$ cat config.mk
export PLATFORM = sky130hd
export DESIGN_NAME = hdc_ctrl
export DESIGN_NICKNAME = d
export VERILOG_FILES = /design/src/hdc_pkg.sv /design/src/hdc_ctrl.sv
export SDC_FILE = /design/constraint.sdc
export NUM_CORES = 1
export LEC_CHECK = 0
export ABC_AREA = 1
export BUFFER_PORTS_ARGS = -buffer_cell sky130_fd_sc_hd__buf_2
export CAP_MARGIN = 20
export CELL_PAD_IN_SITES_DETAIL_PLACEMENT = 0
export CELL_PAD_IN_SITES_GLOBAL_PLACEMENT = 1
export CORE_MARGIN = 2
export CORE_UTILIZATION = 30
export DETAILED_ROUTE_END_ITERATION = 16
export PLACE_DENSITY = 0.81
export SLEW_MARGIN = 20
export SYNTH_ARGS = -nofsm -noshare
export SYNTH_HDL_FRONTEND = slang
export SYNTH_SLANG_ARGS = --single-unit
$ cat constraint.sdc
create_clock -name clk -period 1.55 [get_ports clk]
set_input_delay 0.0775 -clock clk [delete_from_list [all_inputs] [get_ports clk]]
set_output_delay 0.0775 -clock clk [all_outputs]
set_load 0.1 [all_outputs]
$ cat src/hdc_pkg.sv
// ----------------------------------------------------------------------------
// hdc_pkg: header decompressor shared definitions
// Sizes, opcode fields, fixed dictionary and controller/datapath interface.
// ----------------------------------------------------------------------------
package hdc_pkg;

	// history size and longest back reference
	localparam int HIST_DEPTH = 2048;
	localparam int MAX_RUN    = 64;

	localparam int ADDR_W     = $clog2(HIST_DEPTH);
	localparam int POS_W      = $clog2(HIST_DEPTH + 1);
	localparam int N_W        = 8;   // copy length up to 127 + 7 + 2
	localparam int DIST_W     = 13;  // copy distance up to 7 + 4095 + 136
	localparam int CMP_W      = (POS_W + 1 > DIST_W) ? POS_W + 1 : DIST_W;
	localparam int CNT_W      = $clog2(MAX_RUN + 1);
	localparam int EXT_LEN_W  = 7;
	localparam int EXT_DIST_W = 12;
	localparam int LIT_W      = 7;
	localparam int IDX_W      = 6;
	localparam int ADDR_BYTES = 32;  // source plus destination address bytes
	localparam int DICT_LEN   = 48;
	localparam int ADDR_BITS  = 256;

	// opcode fields
	localparam logic [3:0] OP_ZERO_RUN  = 4'h8;
	localparam logic [2:0] OP_EXTEND    = 3'b101;
	localparam logic [1:0] OP_COPY      = 2'b11;
	localparam int         RUN_BIAS     = 2;
	localparam int         EXT_LEN_MAX  = 127;
	localparam int         EXT_DIST_MAX = 4095;

	// decoded class of the held compressed byte
	typedef enum logic [2:0] {
		CLS_LIT,    // byte inside an open literal run
		CLS_OPEN,   // opens a literal run
		CLS_ZERO,   // zero run
		CLS_EXT,    // length/distance extension
		CLS_COPY,   // back reference
		CLS_NOP     // reserved codes, ignored
	} cls_t;

	// source of the byte written and emitted
	typedef enum logic [1:0] {
		SRC_ZERO,
		SRC_LIT,
		SRC_RAM
	} src_t;

	// controller to datapath
	typedef struct packed {
		logic cap;        // accept a compressed byte
		logic start;      // accept a start item
		logic load_step;  // write one dictionary byte
		logic decode;     // apply the held byte to the state
		logic rd;         // issue a history read
		logic emit;       // write and emit one payload byte
		logic err_emit;   // emit the error result
	} cmd_t;

	// datapath to controller
	typedef struct packed {
		cls_t cls;
		logic bad;
		logic cnt_last;
		logic from_ram;
		logic load_last;
		logic out_free;
	} stat_t;

	// fixed tail of the dictionary
	function automatic logic [7:0] dict_byte(input logic [3:0] idx);
		logic [7:0] b;
		unique case (idx)
			4'd0:  b = 8'h16;
			4'd1:  b = 8'hfe;
			4'd2:  b = 8'hfd;
			4'd3:  b = 8'h17;
			4'd4:  b = 8'hfe;
			4'd5:  b = 8'hfd;
			4'd7:  b = 8'h01;
			4'd13: b = 8'h01;
			default: b = 8'h00;
		endcase
		return b;
	endfunction

endpackage

$ cat src/hdc_ctrl.sv
// ----------------------------------------------------------------------------
// hdc_ctrl: decompressor controller
// Sequences dictionary load, decode, history reads and result emission.
// ----------------------------------------------------------------------------
module hdc_ctrl (
	input  logic           clk,
	input  logic           arst_n,
	input  logic           in_valid,
	input  logic           mode,
	output logic           in_ready,
	input  hdc_pkg::stat_t stat,
	output hdc_pkg::cmd_t  cmd
);
	import hdc_pkg::*;

	typedef enum logic [5:0] {
		ST_IDLE   = 6'b000001,
		ST_LOAD   = 6'b000010,
		ST_DECODE = 6'b000100,
		ST_RD     = 6'b001000,
		ST_WR     = 6'b010000,
		ST_ERR    = 6'b100000
	} state_t;

	state_t state_q, state_d;
	logic   accept;

	assign in_ready = (state_q == ST_IDLE);
	assign accept   = in_valid && in_ready;

	// next state and commands
	always_comb begin
		state_d      = state_q;
		cmd          = '0;
		unique case (state_q)
			ST_IDLE: begin
				if (accept) begin
					if (mode) begin
						cmd.cap = 1'b1;
						state_d = ST_DECODE;
					end else begin
						cmd.start = 1'b1;
						state_d   = ST_LOAD;
					end
				end
			end
			ST_LOAD: begin
				cmd.load_step = 1'b1;
				if (stat.load_last) begin
					state_d = ST_IDLE;
				end
			end
			ST_DECODE: begin
				cmd.decode = 1'b1;
				case (stat.cls) inside
					CLS_LIT, CLS_ZERO: state_d = stat.bad ? ST_ERR : ST_WR;
					CLS_COPY:          state_d = stat.bad ? ST_ERR : ST_RD;
					default:           state_d = ST_IDLE;
				endcase
			end
			ST_RD: begin
				cmd.rd  = 1'b1;
				state_d = ST_WR;
			end
			ST_WR: begin
				if (stat.out_free) begin
					cmd.emit = 1'b1;
					if (stat.cnt_last) begin
						state_d = ST_IDLE;
					end else if (stat.from_ram) begin
						state_d = ST_RD;
					end
				end
			end
			ST_ERR: begin
				if (stat.out_free) begin
					cmd.err_emit = 1'b1;
					state_d      = ST_IDLE;
				end
			end
			default: state_d = ST_IDLE;
		endcase
	end

	always_ff @(posedge clk or negedge arst_n) begin
		if (!arst_n) begin
			state_q <= ST_IDLE;
		end else begin
			state_q <= state_d;
		end
	end

endmodule

; ---- Word level (Yosys, flattened, before mapping)
; Cells that the tools add are included.
[word_totals]
register_bits = 6
latch_bits = 0
ram_bits = 0
mem_bits_ro = 0
input_bits = 12
wordCells = 40
n_memories = 0
[classes]
addsub = 0
n_mul = 0
div = 0
n_lt_le_gt_ge = 0
n_eq_ne = 13
n_shift = 0
n_mux = 22
bitwise_logic = 0
reduce_logical = 4
[ops]
columns = op, n
row1 = 2-to-1 mux 6 bit, 10
row2 = case mux 6 bit (6 select lines), 1
row3 = 2-to-1 mux 1 bit, 8
row4 = equality test 6 x 1 -> 1 bit (second input constant), 1
row5 = equality test 6 x 2 -> 1 bit (second input constant), 1
row6 = equality test 6 x 3 -> 1 bit (second input constant), 1
row7 = equality test 6 x 4 -> 1 bit (second input constant), 1
row8 = equality test 6 x 5 -> 1 bit (second input constant), 1
row9 = equality test 6 bit (second input constant), 1
row10 = inequality test 2 bit (second input constant), 3
row11 = AND reduction 5 bit, 1
row12 = 2-to-1 mux 2 bit, 2
row13 = equality test 3 x 2 -> 1 bit (second input constant), 1
row14 = equality test 3 bit (second input constant), 1
row15 = logical NOT 3 bit, 1
row16 = 2-to-1 mux 3 bit, 1
row17 = inequality test 3 bit (second input constant), 1
row18 = inequality test 2 x 1 -> 1 bit (second input constant), 1
row19 = OR reduction 2 bit, 1
row20 = logical AND 1 bit, 1

; ---- Longest topological paths before layout
; Gate-level depths: netlist of the first run.
[logic_depth]
ltp_word = 4
mapped_depth = 9
ltp_nobuf = 9

; ---- Worst setup path before layout of the first run
; Ideal clock, no wire load.
[synth_path]
path_kind = register to register
from = register state_q[4]
to = register state_q[4]
arrival_time_ns = 3.618
path_slack_ns = -2.149
path_stages_with_launch = 6
path_buffers = 0
path_cell_list = dfrtp_1 inv_2 nand2_2 nor4_1 a21oi_1 nand2_1
[synth_between]
elab_chain_len = 4
word_cells_on_any_way = 14
[synth_lines]
columns = element, line
row1 = "start, declared", hdc_ctrl.sv:25  ; state_t state_q, state_d;
row2 = "start signal, assigned", hdc_ctrl.sv:89  ; state_q <= state_d;
row3 = equality test 6 x 1 -> 1 bit, "hdc_ctrl.sv:28, hdc_ctrl.sv:35"
row4 = logical AND 1 bit, hdc_ctrl.sv:29  ; assign accept = in_valid && in_ready;
row5 = inequality test 2 x 1 -> 1 bit (no line), n/a
row6 = AND reduction 5 bit (no line), n/a
; Parallel ways exist; a longest one is shown, timed or not.
; A chain may end at the register's enable or synchronous reset.

==> flow_metrics.env, run 1 <==
export IMPL_outcome="finished, violations left"
export IMPL_violations="setup timing"
export IMPL_final_layout_size_suffix_gt1_frac=0.613
export IMPL_power_mw=1.48
export IMPL_period_share=1.07
export IMPL_cp_max_fo=3
export IMPL_nets=124
export IMPL_diodes=0
export IMPL_worst_slack_ns=-0.102
export IMPL_peakVddDrop_v=0.00177
export IMPL_syn_avg_cell_area_sq_um=6.48
export IMPL_h_tree_depth=1
export IMPL_finClkSkew_ns=0.00170
export IMPL_vias=638
export IMPL_p_leak_nw=0.464
export IMPL_clockBufferDepth=2
export IMPL_cts_tree="done"
export IMPL_row_count=14
export IMPL_io_buffer_count=19
export IMPL_power_density_mw_per_mm2=1510
export IMPL_max_slew_margin=0.779
export IMPL_drt_initial_drc_count=11
export IMPL_nFillCells=123
export IMPL_clock_root_buffer="clkbuf_4"
export IMPL_syn_area_sq_um=479
export IMPL_worstSetupEndpointType="output pin"
export IMPL_clk_pin_slew_ns=0.05
export IMPL_synth_warnings=0
export IMPL_start_util=0.318
export IMPL_worstMarginPinSlew_ns=0.329
export IMPL_clock_latency_ns=0.24
export IMPL_postRouteAntennaNets=0
export IMPL_cts_sinks=6
export IMPL_numCtsBuffers=3
export IMPL_hold_class="in2reg"
export IMPL_place_ws_ns=0.0311
export IMPL_dr_pass1_iters=4
export IMPL_die_area_sq_mm=0.00193
export IMPL_post_route_util=0.650
export IMPL_fin_crit_ns=1.65
export IMPL_dpl_hpwl_mm=1.10
export IMPL_grt_pass1_vias=604
export IMPL_overflow=0
export IMPL_grt_first_pass_wirelength_mm=2.44
export IMPL_drc=0
export IMPL_crit_arrival_ns=1.57
export IMPL_ys_ff_latch=6
export IMPL_maxCapViolations=0
export IMPL_crit_type="reg2out"
export IMPL_ios=20
export IMPL_syn_num_nets=86
export IMPL_die_w_um=44.0
export IMPL_dr_wl_met2_um=753
export IMPL_largest_reg_flops=6
export IMPL_drv_slew=0
export IMPL_place_congestion=0.801
export IMPL_finalSetupTns_ns=-0.128
export IMPL_antenna_found_initial=0
export IMPL_reg_top3="state_q x6"
export IMPL_drt_met1_wl_um=599
export IMPL_setup_viol=2
export IMPL_finalHoldViolCount=0
export IMPL_regMostFlops="state_q"
export IMPL_start_kind="register"
export IMPL_grt_max_degree=7
export IMPL_die_height_um=44.0
export IMPL_fmax_mhz=606
export IMPL_area_growth_syn_to_layout_pct=104
export IMPL_wl_met3_um=60
export IMPL_routed_top_layer="met4"
export IMPL_core_sq_mm=0.00151
export IMPL_synthCells=74
export IMPL_synth_seq_area_share=0.316
export IMPL_worstPathRequired_ns=1.47
export IMPL_track_usage=0.173
export IMPL_hold_worst_slack_ns=0.0842
export IMPL_synth_cell_types=20
export IMPL_via_per_inst=5.02
export IMPL_rsz0062_at_grt="true"
export IMPL_wl_per_cell_um=11.9
export IMPL_routed_wl_mm=1.51
## logic make-up after synthesis
kind of cell,synth area share
AND/OR/NAND/NOR,0.493
buffers and inverters,0.0940
AO/OA/AOI/OAI,0.0966
flip-flops,0.316
## repair_timing
action,CTS,global route
setup endpoints to repair,4,7
gates cloned,0,0
hold buffers,1,0
pin swaps,3,5
setup buffers,5,6
hold endpoints to repair,6,0
gates resized for setup,9,10
## Yosys cell counts
cell / count / area [sq um]
nor2_1: 19 / 71.3
inv_1: 9 / 33.8
nand2_1: 9 / 33.8
dfrtp_1: 5 / 125
nor2_2: 5 / 31.3
nand3_1: 4 / 20.0
o21ai_0: 4 / 20.0
inv_2: 3 / 11.3
a21oi_1: 2 / 10.0
nand2_2: 2 / 12.5
nand4_1: 2 / 12.5
nor4_1: 2 / 12.5
and2_1: 1 / 6.26
dfstp_2: 1 / 26.3
nand3_2: 1 / 10.0
nand4_2: 1 / 12.5
nor3b_1: 1 / 7.51
o21ai_2: 1 / 8.76
o21bai_1: 1 / 7.51
or2_1: 1 / 6.26
## cell usage in the layout, fill, tap and decap left out, types with 2 or more instances in the layout
cell type,netlist,layout
clkbuf_4,0,3
nand2_2,2,3
nor2_1,19,13
nand3_4,0,2
inv_2,3,6
nand2_1,9,5
buf_2,0,11
nor4_4,0,2
nand2_4,0,3
nor2_4,0,6
dfrtp_1,5,4
buf_4,0,12
a21oi_1,2,2
o21ai_0,4,4
nand3_1,4,3
buf_12,0,8
inv_1,9,5
nand4_1,2,2
nor2_2,5,5
## through the flow
step           instances  cell area (sq um)
2_1_floorplan         74                546
3_3_place_gp         111                796
3_5_place_dp         111                796
4_1_cts              121                903
5_1_grt              127                980
6_report             127                980
## final timing paths
path                             from         end  slack [ns]  cells past startpoint
max                        state_q[0]      cmd[5]       -0.10                      6
min                           stat[0]  state_q[5]        0.08                      2
max reg2reg                state_q[0]  state_q[3]        0.11                     10
min in group asynchronous      arst_n  state_q[3]        0.20                      2
max in group asynchronous      arst_n  state_q[0]        1.13                      2
min reg2reg                state_q[4]  state_q[5]        0.70                      3
## layout make-up
type | instances | area (sq um) | area share
clock buffers | 4 | 26.3 | 0.0268
inverters | 12 | 48.8 | 0.0498
multi-input cells | 56 | 405 | 0.414
flip-flops and latches | 6 | 153 | 0.156
well taps | 16 | 20.0 | 0.0204
repair buffers | 33 | 327 | 0.333
## worst max-delay path: stages, from the launching register on
cell and delay (ns):
dfstp_2 0.54, inv_2 0.05, nor2_4 0.11, nand3_4 0.09, or2_4 0.26, nor2_4 0.10, buf_12 0.18
## metal layers
metal  GRT usage  vias up
met5           0        -
met4       0.127        0
met3      0.0125       12
met2       0.279       26
met1       0.214      286
li1            -      314
## where the power goes
part | total, mW | switching (mW) | internal, mW
Clock | 0.158 | 0.0598 | 0.0977
Sequential | 0.225 | 0.0298 | 0.195
Combinational | 1.10 | 0.644 | 0.457
Total | 1.48 | 0.733 | 0.751
No activity file was read; power rests on OpenSTA's default activity.
==> run 2: changes to the inputs <==
PLACE_DENSITY = unset   (was 0.81)
PLACE_DENSITY_LB_ADDON = 0.1   (was unset)
==> run 2 against run 1 <==
Against the previous run:
- the run still ends with setup timing left
- wire length decreased by 15%
- non-clock buffer count is 4 lower
- core utilization is 2.3 points lower
- sequential power increased by 2%
- clock-buffer cell count is the same
- global-route usage decreased by 2.2 points
- sequential share of layout area up 0.71 points
- power decreased by 6.2%
- critical path type unchanged
- largest power group unchanged
==> flow_metrics.env, run 2 (synthesis gave the netlist of run 1 again) <==
export IMPL_layout_common_cells="nor2_1, buf_2, buf_12"
export IMPL_use_met2=0.247
export IMPL_crit_path_top_delay_cell="dfstp_2"
export IMPL_die_w_um=44.0
export IMPL_row_count=14
export IMPL_busiest_layer="met2"
export IMPL_dpl_hpwl_mm=1.03
export IMPL_outcome="finished, violations left"
export IMPL_routed_wl_mm=1.29
export IMPL_nets=120
export IMPL_worstMarginPinSlew_ns=0.289
export IMPL_finClkSkew_ns=0.00750
export IMPL_via_per_inst=4.80
export IMPL_drt_initial_drc_count=14
export IMPL_wl_per_cell_um=10.5
export IMPL_cts_sinks=6
export IMPL_grt_pass1_vias=527
export IMPL_finalHoldViolCount=0
export IMPL_largest_reg_flops=6
export IMPL_postRouteAntennaNets=0
export IMPL_place_congestion=0.833
export IMPL_diodes=0
export IMPL_final_cells=123
export IMPL_clockBufferDepth=2
export IMPL_start_util=0.318
export IMPL_die_area_sq_mm=0.00193
export IMPL_grt_max_degree=7
export IMPL_drv_slew=0
export IMPL_dr_pass1_iters=4
export IMPL_numCtsBuffers=3
export IMPL_worstSetupEndpointType="output pin"
export IMPL_track_usage=0.151
export IMPL_hold_class="in2reg"
export IMPL_power_mw=1.39
export IMPL_crit_arrival_ns=1.60
export IMPL_drc=0
export IMPL_cp_num_buf_inv=2
export IMPL_power_density_mw_per_mm2=1470
export IMPL_crit_type="reg2out"
export IMPL_overflow=0
export IMPL_fin_crit_ns=1.68
export IMPL_reg_top3="state_q x6"
export IMPL_cp_common_cell="nor2_4"
export IMPL_antenna_found_initial=0
export IMPL_cts_tree="done"
export IMPL_regArea_sq_um=154
export IMPL_violations="setup timing"
export IMPL_io_buffer_count=19
export IMPL_setup_viol=2
export IMPL_mostFrequentLayoutCell="nor2_1"
export IMPL_die_height_um=44.0
export IMPL_period_share=1.08
export IMPL_peakVddDrop_v=0.00162
export IMPL_p_leak_nw=0.442
export IMPL_clock_root_buffer="clkbuf_4"
export IMPL_nFillCells=138
export IMPL_grt_first_pass_wirelength_mm=2.06
export IMPL_max_slew_margin=0.806
export IMPL_grtUsageMet1=0.184
export IMPL_start_kind="register"
export IMPL_multiInputGateArea_sq_um=395
export IMPL_ios=20
export IMPL_slowest_delay_ns=0.53
export IMPL_clk_pin_slew_ns=0.05
export IMPL_rsz0062_at_grt="true"
export IMPL_final_layout_size_suffix_gt1_frac=0.579
export IMPL_use_met3=0.0125
export IMPL_core_sq_mm=0.00151
export IMPL_clock_latency_ns=0.25
export IMPL_cp_max_fo=3
export IMPL_vias=591
export IMPL_fmax_mhz=597
export IMPL_worst_slack_ns=-0.125
export IMPL_area_growth_syn_to_layout_pct=97.1
export IMPL_h_tree_depth=1
export IMPL_maxCapViolations=0
export IMPL_crit_chain="inv_2 -> nor2_4 -> nand3_4 -> or2_4 -> nor2_4 -> buf_12"
export IMPL_finalSetupTns_ns=-0.159
export IMPL_crit_family="simple AND/OR/NAND/NOR gates"
export IMPL_dp_cells=111
export IMPL_worstPathRequired_ns=1.47
export IMPL_regMostFlops="state_q"
[run 2: final timing paths]
kind                                 start    endpoint  slack [ns]  cells past startpoint
min in group asynchronous           arst_n  state_q[3]        0.17                      2
worst min-delay path               stat[0]  state_q[5]        0.05                      2
worst max-delay path            state_q[0]      cmd[5]       -0.13                      6
worst max register to register  state_q[3]  state_q[3]        0.14                      7
max in group asynchronous           arst_n  state_q[0]        1.15                      2
worst min register to register  state_q[4]  state_q[4]        0.69                      3
[run 2: repair_timing]
item	in CTS	in global routing
endpoints found under the hold margin	6	0
setup buffers	4	3
endpoints found under the setup margin	4	5
gates resized for setup	8	9
pin swaps	1	5
hold buffers	1	0
[run 2: final cells by class]
class	count	area share
Inverter	12	0.0517
Tap cell	16	0.0212
Sequential cell	6	0.163
Clock buffer	4	0.0278
Timing Repair Buffer	29	0.318
Multi-Input combinational cell	56	0.419
[run 2: power by group]
| group | switching, mW | total (mW) | internal (mW) |
|---|---|---|---|
| sequential | 0.0320 | 0.229 | 0.197 |
| clock | 0.0636 | 0.162 | 0.0980 |
| combinational | 0.602 | 1.00 | 0.400 |
| total | 0.698 | 1.39 | 0.695 |
[run 2: routing by layer]
layer / share of wire / vias up
met5: 0 / -
met4: 0.021 / 0
met1: 0.44 / 263
met2: 0.49 / 23
li1: - / 301
met3: 0.051 / 4
[run 2: per-stage QoR]
stage	utilization	worst slack [ns]	cell area, sq um	hold WS (ns)
5_1_grt	0.627	-0.192	945	0.0601
2_1_floorplan	-	-0.345	546	-0.218
3_3_place_gp	0.528	0.0617	796	-0.0944
4_1_cts	0.591	-0.110	891	0.0485
3_5_place_dp	0.528	0.0413	796	-0.0939
6_report	0.627	-0.125	945	0.0450
